$ cat src/pam3_scrambler_3b2t_mapper_core_assert.svh
// Assertion macros for the 3B2T PAM3 scrambler/mapper core.
// Included by the top level; depends on nothing else.
`ifndef PAM3_SCRAMBLER_3B2T_MAPPER_CORE_ASSERT_SVH
`define PAM3_SCRAMBLER_3B2T_MAPPER_CORE_ASSERT_SVH

// same-cycle implication
`define P3S_ASSERT_IMPL(label, clk, rst, ante, cons) \
   label: assert property (@(posedge clk) disable iff (rst) (ante) |-> (cons)) \
      else $error("p3s assertion failed");

// next-cycle implication
`define P3S_ASSERT_NEXT(label, clk, rst, ante, cons) \
   label: assert property (@(posedge clk) disable iff (rst) (ante) |=> (cons)) \
      else $error("p3s assertion failed");

`endif

$ cat src/p3s_pkg.sv
// Shared types, register indexes and symbol tables for the 3B2T scrambler/mapper.
// No dependencies.
package p3s_pkg;

   localparam int unsigned SeedW   = 33;
   localparam int unsigned CsrIdxW = 2;
   localparam int unsigned CodeW   = 2;

   localparam logic [SeedW-1:0] SEED_RESET = 33'd353095693;

   localparam logic [CsrIdxW-1:0] REG_MODE = 2'd0;
   localparam logic [CsrIdxW-1:0] REG_SEED = 2'd1;

   typedef enum logic [1:0] {
      MODE_ZERO    = 2'd0,
      MODE_DATA    = 2'd1,
      MODE_ALT     = 2'd2,
      MODE_ZERO_HI = 2'd3
   } mode_type;

   // scrambling bits taken from the stepped scrambler state
   typedef struct packed {
      logic [2:0] sy;
      logic       sx;
   } scr_bits_type;

   // symbol A in [3:2], symbol B in [1:0]
   localparam logic [3:0] MAP_MAIN [8] = '{
      4'h4, 4'h3, 4'h7, 4'h3, 4'hC, 4'h1, 4'hD, 4'h1
   };
   localparam logic [3:0] MAP_ALT [8] = '{
      4'h4, 4'hF, 4'h7, 4'hF, 4'hC, 4'h5, 4'hD, 4'h5
   };

endpackage

$ cat src/p3s_scrambler.sv
// Side-stream scrambler, x^33 + x^13 + 1, one step per accepted beat.
// Depends on p3s_pkg.
module p3s_scrambler
   import p3s_pkg::*;
(
   input  logic               clock,
   input  logic               reset,
   input  logic               seed_load,
   input  logic [SeedW-1:0]   seed_value,
   input  logic               step,
   output scr_bits_type       scr_bits
);

   logic [SeedW-1:0] state_ff;
   logic [SeedW-1:0] state_in;
   logic [SeedW-1:0] stepped;

   assign stepped = {state_ff[SeedW-2:0], state_ff[32] ^ state_ff[12]};

   always_comb begin
      state_in = state_ff;
      if (seed_load) begin
         state_in = seed_value;
      end else if (step) begin
         state_in = stepped;
      end
   end

   always_ff @(posedge clock) begin
      if (reset) begin
         state_ff <= SEED_RESET;
      end else begin
         state_ff <= state_in;
      end
   end

   // bits come from the state after this beat's step
   assign scr_bits.sy[0] = stepped[0];
   assign scr_bits.sy[1] = stepped[3] ^ stepped[8];
   assign scr_bits.sy[2] = stepped[6] ^ stepped[16];
   assign scr_bits.sx    = stepped[7] ^ stepped[9] ^ stepped[12] ^ stepped[14];

endmodule

$ cat src/p3s_mapper.sv
// 3-bit data group, scrambled with the sy bits, to TA/TB ternary codes, per mode.
// Depends on p3s_pkg.
module p3s_mapper
   import p3s_pkg::*;
(
   input  mode_type           mode,
   input  logic [2:0]         data,
   input  scr_bits_type       scr_bits,
   output logic [CodeW-1:0]   symbol_a,
   output logic [CodeW-1:0]   symbol_b
);

   logic [2:0] sd;
   logic [3:0] code;

   assign sd = data ^ scr_bits.sy;

   always_comb begin
      case (mode)
         MODE_DATA: code = MAP_MAIN[sd];
         MODE_ALT:  code = scr_bits.sx ? MAP_ALT[sd] : MAP_MAIN[sd];
         default:   code = 4'h0;
      endcase
   end

   assign symbol_a = code[3:2];
   assign symbol_b = code[1:0];

endmodule

$ cat src/pam3_scrambler_3b2t_mapper_core.sv
// Top level of the 3B2T PAM3 scrambler/mapper: beat pipeline and CSRs.
// Depends on p3s_pkg, p3s_scrambler, p3s_mapper and the assertion header.
//
// Usage:
//   req channel: one beat carries three data bits (one symbol period).
//   rsp channel: one beat carries the TA/TB ternary codes for it
//     (0 zero, 1 plus one, 3 minus one).
//   Both channels use valid/stall; a beat moves when valid is high and
//   stall is low.
//   The scrambler steps and its bits are captured with the data in
//   the input register; the mapper result then lands in the output
//   register.
//   Throughput is one beat per cycle while rsp is not stalled; the
//   scrambler steps once per accepted beat, feeding the input register.
//   When rsp is stalled, the output register holds its beat and the input
//   register can still take one more; req_stall rises only when both
//   are full.
//   Reset loads the default seed into the scrambler, sets mode 0 and
//   empties both registers. CSR writes: index 0 is mode, index 1 loads
//   the seed straight into the scrambler; other indexes are ignored.
module pam3_scrambler_3b2t_mapper_core
   import p3s_pkg::*;
(
   input  logic               clock,
   input  logic               reset,
   input  logic               csr_we,
   input  logic [CsrIdxW-1:0] csr_index,
   input  logic [SeedW-1:0]   csr_wdata,
   input  logic               req_valid,
   output logic               req_stall,
   input  logic               req_data_bit0,
   input  logic               req_data_bit1,
   input  logic               req_data_bit2,
   output logic               rsp_valid,
   input  logic               rsp_stall,
   output logic [CodeW-1:0]   rsp_symbol_a,
   output logic [CodeW-1:0]   rsp_symbol_b
);

`include "pam3_scrambler_3b2t_mapper_core_assert.svh"

   mode_type           mode_ff, mode_in;
   logic               in_valid_ff, in_valid_in;
   logic [2:0]         in_data_ff, in_data_in;
   scr_bits_type       in_scr_ff, in_scr_in;
   logic               rsp_valid_ff, rsp_valid_in;
   logic [CodeW-1:0]   sym_a_ff, sym_a_in;
   logic [CodeW-1:0]   sym_b_ff, sym_b_in;

   logic               req_accept;
   logic               out_free;
   logic               in_advance;
   logic               seed_load;
   scr_bits_type       scr_bits;
   logic [CodeW-1:0]   map_a;
   logic [CodeW-1:0]   map_b;

   assign seed_load  = csr_we && (csr_index == REG_SEED);
   assign out_free   = !rsp_valid_ff || !rsp_stall;
   assign in_advance = in_valid_ff && out_free;
   assign req_stall  = in_valid_ff && !out_free;
   assign req_accept = req_valid && !req_stall;

   p3s_scrambler u_scrambler (
      .clock      (clock),
      .reset      (reset),
      .seed_load  (seed_load),
      .seed_value (csr_wdata),
      .step       (req_accept),
      .scr_bits   (scr_bits)
   );

   p3s_mapper u_mapper (
      .mode     (mode_ff),
      .data     (in_data_ff),
      .scr_bits (in_scr_ff),
      .symbol_a (map_a),
      .symbol_b (map_b)
   );

   always_comb begin
      mode_in = mode_ff;
      if (csr_we && (csr_index == REG_MODE)) begin
         mode_in = mode_type'(csr_wdata[1:0]);
      end

      in_valid_in = req_accept || (in_valid_ff && !in_advance);
      in_data_in  = in_data_ff;
      in_scr_in   = in_scr_ff;
      if (req_accept) begin
         in_data_in = {req_data_bit2, req_data_bit1, req_data_bit0};
         in_scr_in  = scr_bits;
      end

      rsp_valid_in = in_advance || (rsp_valid_ff && rsp_stall);
      sym_a_in     = sym_a_ff;
      sym_b_in     = sym_b_ff;
      if (in_advance) begin
         sym_a_in = map_a;
         sym_b_in = map_b;
      end
   end

   always_ff @(posedge clock) begin
      if (reset) begin
         mode_ff      <= MODE_ZERO;
         in_valid_ff  <= 1'b0;
         rsp_valid_ff <= 1'b0;
      end else begin
         mode_ff      <= mode_in;
         in_valid_ff  <= in_valid_in;
         rsp_valid_ff <= rsp_valid_in;
      end
      in_data_ff <= in_data_in;
      in_scr_ff  <= in_scr_in;
      sym_a_ff   <= sym_a_in;
      sym_b_ff   <= sym_b_in;
   end

   assign rsp_valid    = rsp_valid_ff;
   assign rsp_symbol_a = sym_a_ff;
   assign rsp_symbol_b = sym_b_ff;

   // code 2 never comes out of either table
   `P3S_ASSERT_IMPL(a_no_bad_code, clock, reset, rsp_valid_ff,
      (sym_a_ff != 2'd2) && (sym_b_ff != 2'd2))
   // a blocked input beat stays put
   `P3S_ASSERT_NEXT(a_in_hold, clock, reset, in_valid_ff && !out_free,
      in_valid_ff && (in_data_ff == $past(in_data_ff)))
   // a beat leaving the input register always lands in the output register
   `P3S_ASSERT_NEXT(a_in_to_out, clock, reset, in_advance, rsp_valid_ff)

endmodule

$ cat config.mk
export PLATFORM = sky130hd
export DESIGN_NAME = pam3_scrambler_3b2t_mapper_core
export DESIGN_NICKNAME = d
export VERILOG_FILES = /design/src/p3s_pkg.sv /design/src/p3s_scrambler.sv /design/src/p3s_mapper.sv /design/src/pam3_scrambler_3b2t_mapper_core.sv
export VERILOG_INCLUDE_DIRS = /design/src /design/src/src
export SDC_FILE = /design/constraint.sdc
export NUM_CORES = 1
export LEC_CHECK = 0
export BUFFER_PORTS_ARGS = -buffer_cell sky130_fd_sc_hd__buf_2
export CAP_MARGIN = 20
export CORE_UTILIZATION = 54
export DETAILED_ROUTE_END_ITERATION = 6
export PLACE_DENSITY = 0.79
export SLEW_MARGIN = 30
export SYNTH_ARGS = -nofsm -noshare
export SYNTH_HDL_FRONTEND = slang
export SYNTH_SLANG_ARGS = --single-unit
$ cat constraint.sdc
create_clock -name clock -period 1.9 [get_ports clock]
set_input_delay 0.38 -clock clock [delete_from_list [all_inputs] [get_ports clock]]
set_output_delay 0.38 -clock clock [all_outputs]
set_load 0.02 [all_outputs]
==> results.cfg, run 1 <==
[worst_setup_path]
crit_required_ps = 1520
r2r_cells = 5
crit_chain = nand3_4 -> inv_2 -> buf_2
arrival_ps = 1420
critical-path-slowest-cell = dfxtp_1
r2r_start = rsp_valid
crit_type = flop to primary output
reg2reg_slack_ps = 350
timing.rr.end = u_scrambler.state_ff[7]
max_stage_delay_ps = 410
cp-end-kind = primary output
cp_max_fo = 15
critPathLaunchType = flop

[route]
wl_met2_mm = 2.772
dr_total_vias = 1998
wl_met1_mm = 2.390
dr.pass1.iters = 4
wl_per_cell_um = 16.92
post-route-drc-count = 0
wl_met3_um = 242
viasPerCell = 6.167
wirelength_mm = 5.482
ant_nets = 0
maxUsedRoutingLayer = met4
drtIter0Drc = 164

[sta]
drv_slew = 0
skew_ps = 5.361
rsz0062_at_grt = no
setup_tns_ps = 0
max_freq_ghz = 0.5549
maxSlewHeadroom_pct = 54.76
tightest_slew_ps = 672.6
report.final.hold_viol_count = 0
finalSetupViolCount = 0
fin_crit_ps = 1802
period_share_pct = 94.85

[die]
start_util_pct = 56.80
rows = 23
num_io_pins = 49
die_y_um = 67.33
die_x_um = 67.33
core_area_um2 = 4058
dieArea_um2 = 4533

[synth]
synthArstFlopShare_pct = 0
synthTopCellsByCount = dfxtp_1, nor2_1, a211oi_1
syn_nets = 280
synth_top_area_share_pct = 32.14
avgSynthCellArea_um2 = 9.807
ys_types = 33
synth_largest_area_cell = dfxtp_1
synthTopCellsByArea = dfxtp_1, edfxtp_1, a211oi_1, a2111oi_1, a2111oi_0
synth_area_um2 = 2305
synth_edf_count = 11
yosys_register_bits = 48
yosys_warnings = 0
synth.most_common_cell = dfxtp_1
syn_inst = 235
ys_seq_area_share_pct = 46.47
ys.flop_type = dfxtp_1

[clock_tree]
cts_setup_buffers = 0
cts_tree = built
postCtsHoldBufs = 0
root_buffer = clkbuf_8
cts_buffer_depth = 2
htreeDepth = 2
insertion_delay_ps = 310
cts_resized = 0
cts_buffers = 5
clkTransAtPathRegs_ps = 90
cts.sinks = 48

[power_and_ir_drop]
seqPwrFrac_pct = 52.5
switching_share_pct = 26.03
clock_power_share_pct = 33.4
p_int_w = 0.001668
ir_drop_mv = 0.7266
combPwrFrac_pct = 14.1
leakage_nw = 0.9609
p_sw_w = 0.0005872
powerDensity_nw_per_um2 = 840.7

[placement]
hpwl_mm = 3.565
postPlaceCellArea_um2 = 2571
gp_congestion = 0.7333
io_buffers = 48

[global_routing]
grt_overflow = 0
grtUsageTotal_pct = 26.55
grt_pass1_wl_mm = 8.797
grt_max_degree = 58
antenna_found_initial = 0
grt_pass1_vias = 1802

[cells_and_area]
nets = 318
drive_above_1_share_pct = 27.37
area_growth_pct = 16.40
stdcell_area_um2 = 2683
diodes = 0

[hold_path]
hp-class = primary input to flop
holdPathEnd = in_data_ff[0]
hold_path_depth = 1
hold_start = req_data_bit0

[run_status]
status = finished, final reports clean

[flow_run]
cap_violations = 0
layer usage:
metal / global-route usage [%] / vias to the layer above
met4: 9.574 / 0
met1: 33.44 / 957
met2: 44.50 / 54
met5: 0 / -
li1: - / 982
met3: 5.574 / 5
cells by family (layout without fill, tap and decap cells):
| family | Yosys count | count (layout) | synth area share, % |
|---|---|---|---|
| AND/OR/NAND/NOR | 86 | 86 | 21.28 |
| adder cells (fa/ha/maj) | 2 | 2 | 1.086 |
| multiplexers | 2 | 2 | 0.8687 |
| XOR/XNOR | 9 | 9 | 3.420 |
| buffers and inverters | 29 | 68 | 5.971 |
| flip-flops | 48 | 48 | 46.47 |
| AO/OA/AOI/OAI | 59 | 59 | 20.90 |
area by class of cell:
class	count	area, um2
well taps	50	62.56
flip-flops and latches	48	1071
multi-input cells	158	1097
repair buffers	56	325.3
inverters	4	15.01
fillers	337	1375
clock buffers	5	68.82
clock inverters	3	42.54
placed cells by master (no fill, tap or decap), drive strengths merged:
cell type,count
a211oi,25
nand2,3
a21boi,1
xnor2,4
or3,1
ha,2
edfxtp,11
mux2i,2
nor3b,1
clkinv,1
nand3,1
nor2,35
clkinvlp,1
nand3b,2
a2111oi,27
o21ai,1
nand4,1
nor4,5
inv,4
and3b,1
clkbuf,5
dfxtp,37
o211ai,1
nor2b,1
nor3,22
xor2,5
buf,56
a21oi,4
nor4b,13
bufinv,1
registers in the layout (all words and copies together) (netlist names):
| signal | flops |
|---|---|
| in_scr_ff | 4 |
| rsp_symbol_a | 2 |
| in_data_ff | 3 |
| in_valid_ff | 1 |
| u_scrambler.state_ff | 33 |
| mode_ff | 2 |
| rsp_valid | 1 |
| rsp_symbol_b | 2 |
through the flow:
stage | total power [W] | instances | util (%) | hold slack [ps] | setup slack (ps)
final | 0.002255 | 324 | 66.11 | 247.9 | 97.93
after global routing | 0.002344 | 324 | 66.11 | 231.8 | 13.85
after CTS | 0.002250 | 324 | 66.11 | 244.9 | 108.9
after detailed placement | 0.001521 | 316 | 63.37 | 486.3 | 239.4
after global placement | 0.001508 | 316 | 63.37 | 473.1 | 340.0
after floorplan | 0.001408 | 235 | - | 457.4 | 409.3
critical path: cells and delay by family, from the launching register on:
family                 cells  cell delay, ps
flip-flops                 1             410
AND/OR/NAND/NOR            1             180
buffers and inverters      2             520
how the worst max path moves through the flow:
stage          slack (ps)                  endpoint         start
5_1_grt                10                 req_stall     rsp_valid
2_1_floorplan         410             in_data_ff[0]     rsp_valid
6_report              100                 req_stall     rsp_valid
4_1_cts               110                 req_stall     rsp_valid
3_5_place_dp          240   u_scrambler.state_ff[7]  csr_index[1]
3_3_place_gp          340  u_scrambler.state_ff[16]     rsp_stall
power groups by stage:
| stage | clock network, W | registers, W | logic (W) |
|---|---|---|---|
| final | 0.000753 | 0.00118 | 0.000318 |
| after global routing | 0.000798 | 0.00119 | 0.000352 |
| after CTS | 0.000748 | 0.00118 | 0.000319 |
| after detailed placement | 0 | 0.00121 | 0.000315 |
| after global placement | 0 | 0.00120 | 0.000303 |
| after floorplan | 0 | 0.00120 | 0.000208 |
(Power assumes the default switching activity.)
==> inputs of run 2 (changes only) <==
--- a/config.mk
+++ b/config.mk
@@ -8,9 +8,9 @@
 export LEC_CHECK = 0
 export BUFFER_PORTS_ARGS = -buffer_cell sky130_fd_sc_hd__buf_2
 export CAP_MARGIN = 20
-export CORE_UTILIZATION = 54
+export CORE_UTILIZATION = 58
 export DETAILED_ROUTE_END_ITERATION = 6
-export PLACE_DENSITY = 0.79
+export PLACE_DENSITY = 0.84
 export SLEW_MARGIN = 30
 export SYNTH_ARGS = -nofsm -noshare
 export SYNTH_HDL_FRONTEND = slang
==> constraint.sdc (replaced) <==
create_clock -name clock -period 2.2 [get_ports clock]
set_input_delay 0.44 -clock clock [delete_from_list [all_inputs] [get_ports clock]]
set_output_delay 0.44 -clock clock [all_outputs]
set_load 0.02 [all_outputs]
==> run 2 against run 1 <==
Against the previous run:
- sequential power fell by 14%
- routed wire length is 9.1% lower
- utilization up 4.6 points
- highest routed layer unchanged
- die area decreased by 6.7%
- cell area shrank 1.3%
- clock power fell by 32%
- hold slack improved by 68 ps
- critical path type unchanged
==> results.cfg, run 2 (same netlist as run 1, synthesis figures left out) <==
[route]
wl_per_cell_um = 15.53
wirelength_mm = 4.985
drtIter0Drc = 113
post-route-drc-count = 0
viasPerCell = 6.187
dr_total_vias = 1986
dr.pass1.iters = 4
ant_nets = 0

[clock_tree]
cts_setup_buffers = 0
clkTransAtPathRegs_ps = 90
cts_tree = built
cts.sinks = 48
cts_buffer_depth = 2
htreeDepth = 2
postCtsHoldBufs = 0
insertion_delay_ps = 300
cts_resized = 0
cts_buffers = 5
root_buffer = clkbuf_8

[cells_and_area]
final_cell_mix = buf_2, dfxtp_1, nor2_1
nets = 317
stdcell_count = 321
drive_above_1_share_pct = 26.74
area_growth_pct = 14.93
final_common_cell = buf_2
reg_top3 = u_scrambler.state_ff: 33 flops, in_scr_ff: 4 flops, in_data_ff: 3 flops
regMostFlops = u_scrambler.state_ff
largest_register_ffs = 33
diodes = 0

[sta]
finalSetupViolCount = 0
setup_tns_ps = 0
maxSlewHeadroom_pct = 63.46
period_share_pct = 85.86
rsz0062_at_grt = no
tightest_slew_ps = 543.3
max_freq_ghz = 0.5294
drv_slew = 0
report.final.hold_viol_count = 0
skew_ps = 6.639
fin_crit_ps = 1889
hold_ws_ps = 315.9

[power_and_ir_drop]
ir_drop_mv = 0.4861
leakage_nw = 0.9398
powerDensity_nw_per_um2 = 681.9

[worst_setup_path]
cp_max_fo = 15
crit_type = flop to primary output
crit_required_ps = 1760
critPathLaunchType = flop
arrival_ps = 1450
reg2reg_slack_ps = 600
cp-end-kind = primary output

[die]
die_x_um = 65.04
die_y_um = 65.04
start_util_pct = 61.56
rows = 22
num_io_pins = 49
dieArea_um2 = 4230
core_area_um2 = 3744

[global_routing]
antenna_found_initial = 0
grt_pass1_vias = 1741
grtUsageTotal_pct = 25.90
grt_max_degree = 60
grt_overflow = 0
grt_pass1_wl_mm = 8.266

[placement]
placed_cells = 313
gp_congestion = 0.7632
io_buffers = 48
hpwl_mm = 3.325

[flow_run]
cap_violations = 0

[hold_path]
hp-class = primary input to flop

[run_status]
status = finished, final reports clean
[run 2: changes by cell type in the layout (fill, tap and decap cells not counted)]
cell,change
buf_4,-1
bufinv_16,-1
clkinv_1,+1
clkinv_2,-1
clkinvlp_4,+1
[run 2: area by class of cell]
cell class | instances | area (um2)
clock buffers | 5 | 68.82
well taps | 48 | 60.06
clock inverters | 3 | 18.77
fillers | 304 | 1095
repair buffers | 55 | 317.8
inverters | 4 | 15.01
multi-input cells | 158 | 1097
flip-flops and latches | 48 | 1071
[run 2: worst max-delay path, stage by stage, from the launching register on]
cell     delay [ps]
dfxtp_1         410
nand3_4         210
inv_2           290
buf_2           230
[run 2: path summary, 6_finish.rpt]
path                           start                      end  cells past startpoint
max                        rsp_valid                req_stall                      3
min reg2reg  u_scrambler.state_ff[0]  u_scrambler.state_ff[0]                      2
min                    req_data_bit0            in_data_ff[0]                      1
max reg2reg                rsp_valid  u_scrambler.state_ff[9]                      5
[run 2: per-stage QoR]
step	instance area, um2	utilization, %	power (W)	setup WS [ps]
CTS	2649	70.76	0.001816	319.7
detailed placement	2561	68.42	0.001311	467.6
global route	2649	70.76	0.001894	247.4
global placement	2561	68.42	0.001301	518.3
floorplan	2305	-	0.001216	697.6
finish	2649	70.76	0.001806	311.0
[run 2: layer usage]
layer	vias to the layer above	GRT usage, %	routed length [um]
met5	-	0	0
met4	0	10.87	111
met3	13	5.810	233
met2	63	39.32	2391
met1	925	35.29	2248
li1	985	-	-
[run 2: power by group]
part	internal, W	leakage [nW]	switching, W
logic	0.000124	0.491	0.000144
registers	0.000979	0.411	0.0000452
clock network	0.000220	0.0378	0.000295
==> inputs of run 3 (changes only) <==
--- a/config.mk
+++ b/config.mk
@@ -8,9 +8,10 @@
 export LEC_CHECK = 0
 export BUFFER_PORTS_ARGS = -buffer_cell sky130_fd_sc_hd__buf_2
 export CAP_MARGIN = 20
-export CORE_UTILIZATION = 58
+export CORE_UTILIZATION = 49
+export CTS_CLUSTER_SIZE = 24
 export DETAILED_ROUTE_END_ITERATION = 6
-export PLACE_DENSITY = 0.84
+export PLACE_DENSITY = 0.76
 export SLEW_MARGIN = 30
 export SYNTH_ARGS = -nofsm -noshare
 export SYNTH_HDL_FRONTEND = slang
==> constraint.sdc (replaced) <==
create_clock -name clock -period 1.6 [get_ports clock]
set_input_delay 0.32 -clock clock [delete_from_list [all_inputs] [get_ports clock]]
set_output_delay 0.32 -clock clock [all_outputs]
set_load 0.02 [all_outputs]
==> run 3 against run 2 <==
Against the previous run:
- critical path depth rose by 2
- first-iteration DRC count rose by 21%
- critical endpoint is now u_scrambler.state_ff[24]
- clock power rose by 41%
- cell count rose by 5.3%
- largest power group unchanged
- the run now ends with design-rule violations left
- register-to-register slack got worse by 550 ps
- highest routed layer unchanged
- hold slack got worse by 130 ps
- largest cell class unchanged
==> results.cfg, run 3 (same netlist as run 1, synthesis figures left out) <==
[sta]
tightest_slew_ps = 415.9
finalSetupViolCount = 0
skew_ps = 6.934
setup_tns_ps = 0
fin_crit_ps = 1554
report.final.hold_viol_count = 0
drv_slew = 0
maxSlewHeadroom_pct = 71.55
hold_ws_ps = 184.5
period_share_pct = 97.15
rsz0062_at_grt = no
max_freq_ghz = 0.6433

[worst_setup_path]
critPathLaunchType = flop
cp_max_fo = 7
crit_required_ps = 1780
crit_type = flop to flop
arrival_ps = 1730
crit_chain = nand3_4 -> buf_4 -> buf_4 -> a2111oi_0 -> a211oi_1
critical-path-slowest-cell = a2111oi_0
cp-end-kind = flop
max_stage_delay_ps = 450
crit_top_cell = buf_4
crit_family = compound AO/OA/AOI/OAI gates
cp.buffers_inverters = 2

[hold_path]
hp-class = primary input to flop

[clock_tree]
insertion_delay_ps = 310
htreeDepth = 2
cts_tree = built
root_buffer = clkbuf_8
cts_buffers = 5
postCtsHoldBufs = 0
cts.sinks = 48
clkTransAtPathRegs_ps = 90
cts_buffer_depth = 2

[cells_and_area]
largest_register_ffs = 33
area_growth_pct = 21.50
nets = 330
final_cell_mix = buf_2, dfxtp_1, nor2_1
drive_above_1_share_pct = 30.42
diodes = 0
regMostFlops = u_scrambler.state_ff
final_common_cell = buf_2
reg_top3 = u_scrambler.state_ff: 33 flops, in_scr_ff: 4 flops, in_data_ff: 3 flops

[power_and_ir_drop]
powerDensity_nw_per_um2 = 901.6
leakage_nw = 1.025
ir_drop_mv = 0.4058

[die]
die_x_um = 70.58
dieArea_um2 = 4982
num_io_pins = 49
rows = 24
start_util_pct = 51.86
die_y_um = 70.58
core_area_um2 = 4444

[route]
wirelength_mm = 5.121
viasPerCell = 5.935
drtIter0Drc = 137
dr_total_vias = 2006
wl_per_cell_um = 15.15
ant_nets = 0
post-route-drc-count = 6
dr.pass1.iters = 6

[placement]
io_buffers = 48
hpwl_mm = 3.471
gp_congestion = 0.7777

[flow_run]
cap_violations = 0

[run_status]
violations = design-rule violations
status = finished with violations

[global_routing]
grt_pass1_vias = 1862
grtUsageTotal_pct = 22.00
antenna_found_initial = 0
grt_overflow = 0
grt_pass1_wl_mm = 8.700
grt_max_degree = 39
-- run 3: metrics by stage --
stage	total power [W]	worst slack (ps)	cell area (um2)	util [%]	std cells
floorplan	0.001672	109.3	2305	-	235
global placement	0.001814	134.1	2679	60.28	327
detailed placement	0.001825	91.20	2679	60.28	327
CTS	0.002521	75.43	2796	62.92	338
global route	0.002623	10.28	2800	63.01	338
finish	0.002525	45.55	2800	63.01	338
-- run 3: final cells by class --
type | instances | area, um2
timing repair buffer | 68 | 452.9
tap | 52 | 65.06
clock buffer | 5 | 68.82
clock inverter | 3 | 18.77
sequential | 48 | 1071
inverter | 4 | 22.52
fill | 405 | 1644
multi-input combinational | 158 | 1101
-- run 3: worst paths after layout --
| check | from | to | slack, ps | cells past startpoint |
|---|---|---|---|---|
| worst max-delay path | rsp_valid | u_scrambler.state_ff[24] | 50 | 5 |
| worst min-delay path | req_data_bit0 | in_data_ff[0] | 180 | 1 |
| worst max register to register | rsp_valid | u_scrambler.state_ff[24] | 50 | 5 |
| worst min register to register | u_scrambler.state_ff[0] | u_scrambler.state_ff[0] | 500 | 2 |
-- run 3: repair_timing --
item	CTS	global route
gates cloned	0	0
pin swaps	1	0
gates resized for setup	3	3
hold endpoints to repair	0	0
endpoints found under the setup margin	1	3
setup buffers	3	0
-- run 3: report_power, final --
| part | switching (W) | total (W) | internal, W |
|---|---|---|---|
| logic | 0.000201 | 0.000396 | 0.000194 |
| registers | 0.0000604 | 0.00141 | 0.00135 |
| clock network | 0.000418 | 0.000723 | 0.000305 |
| total | 0.000679 | 0.00252 | 0.00185 |
-- run 3: routing by layer --
layer	GRT usage (%)	share of wire (%)	up-vias
li1	-	-	1011
met1	29.66	48	936
met2	36.25	46	50
met3	3.276	4.2	9
met4	8.000	1.4	0
met5	0	0	-
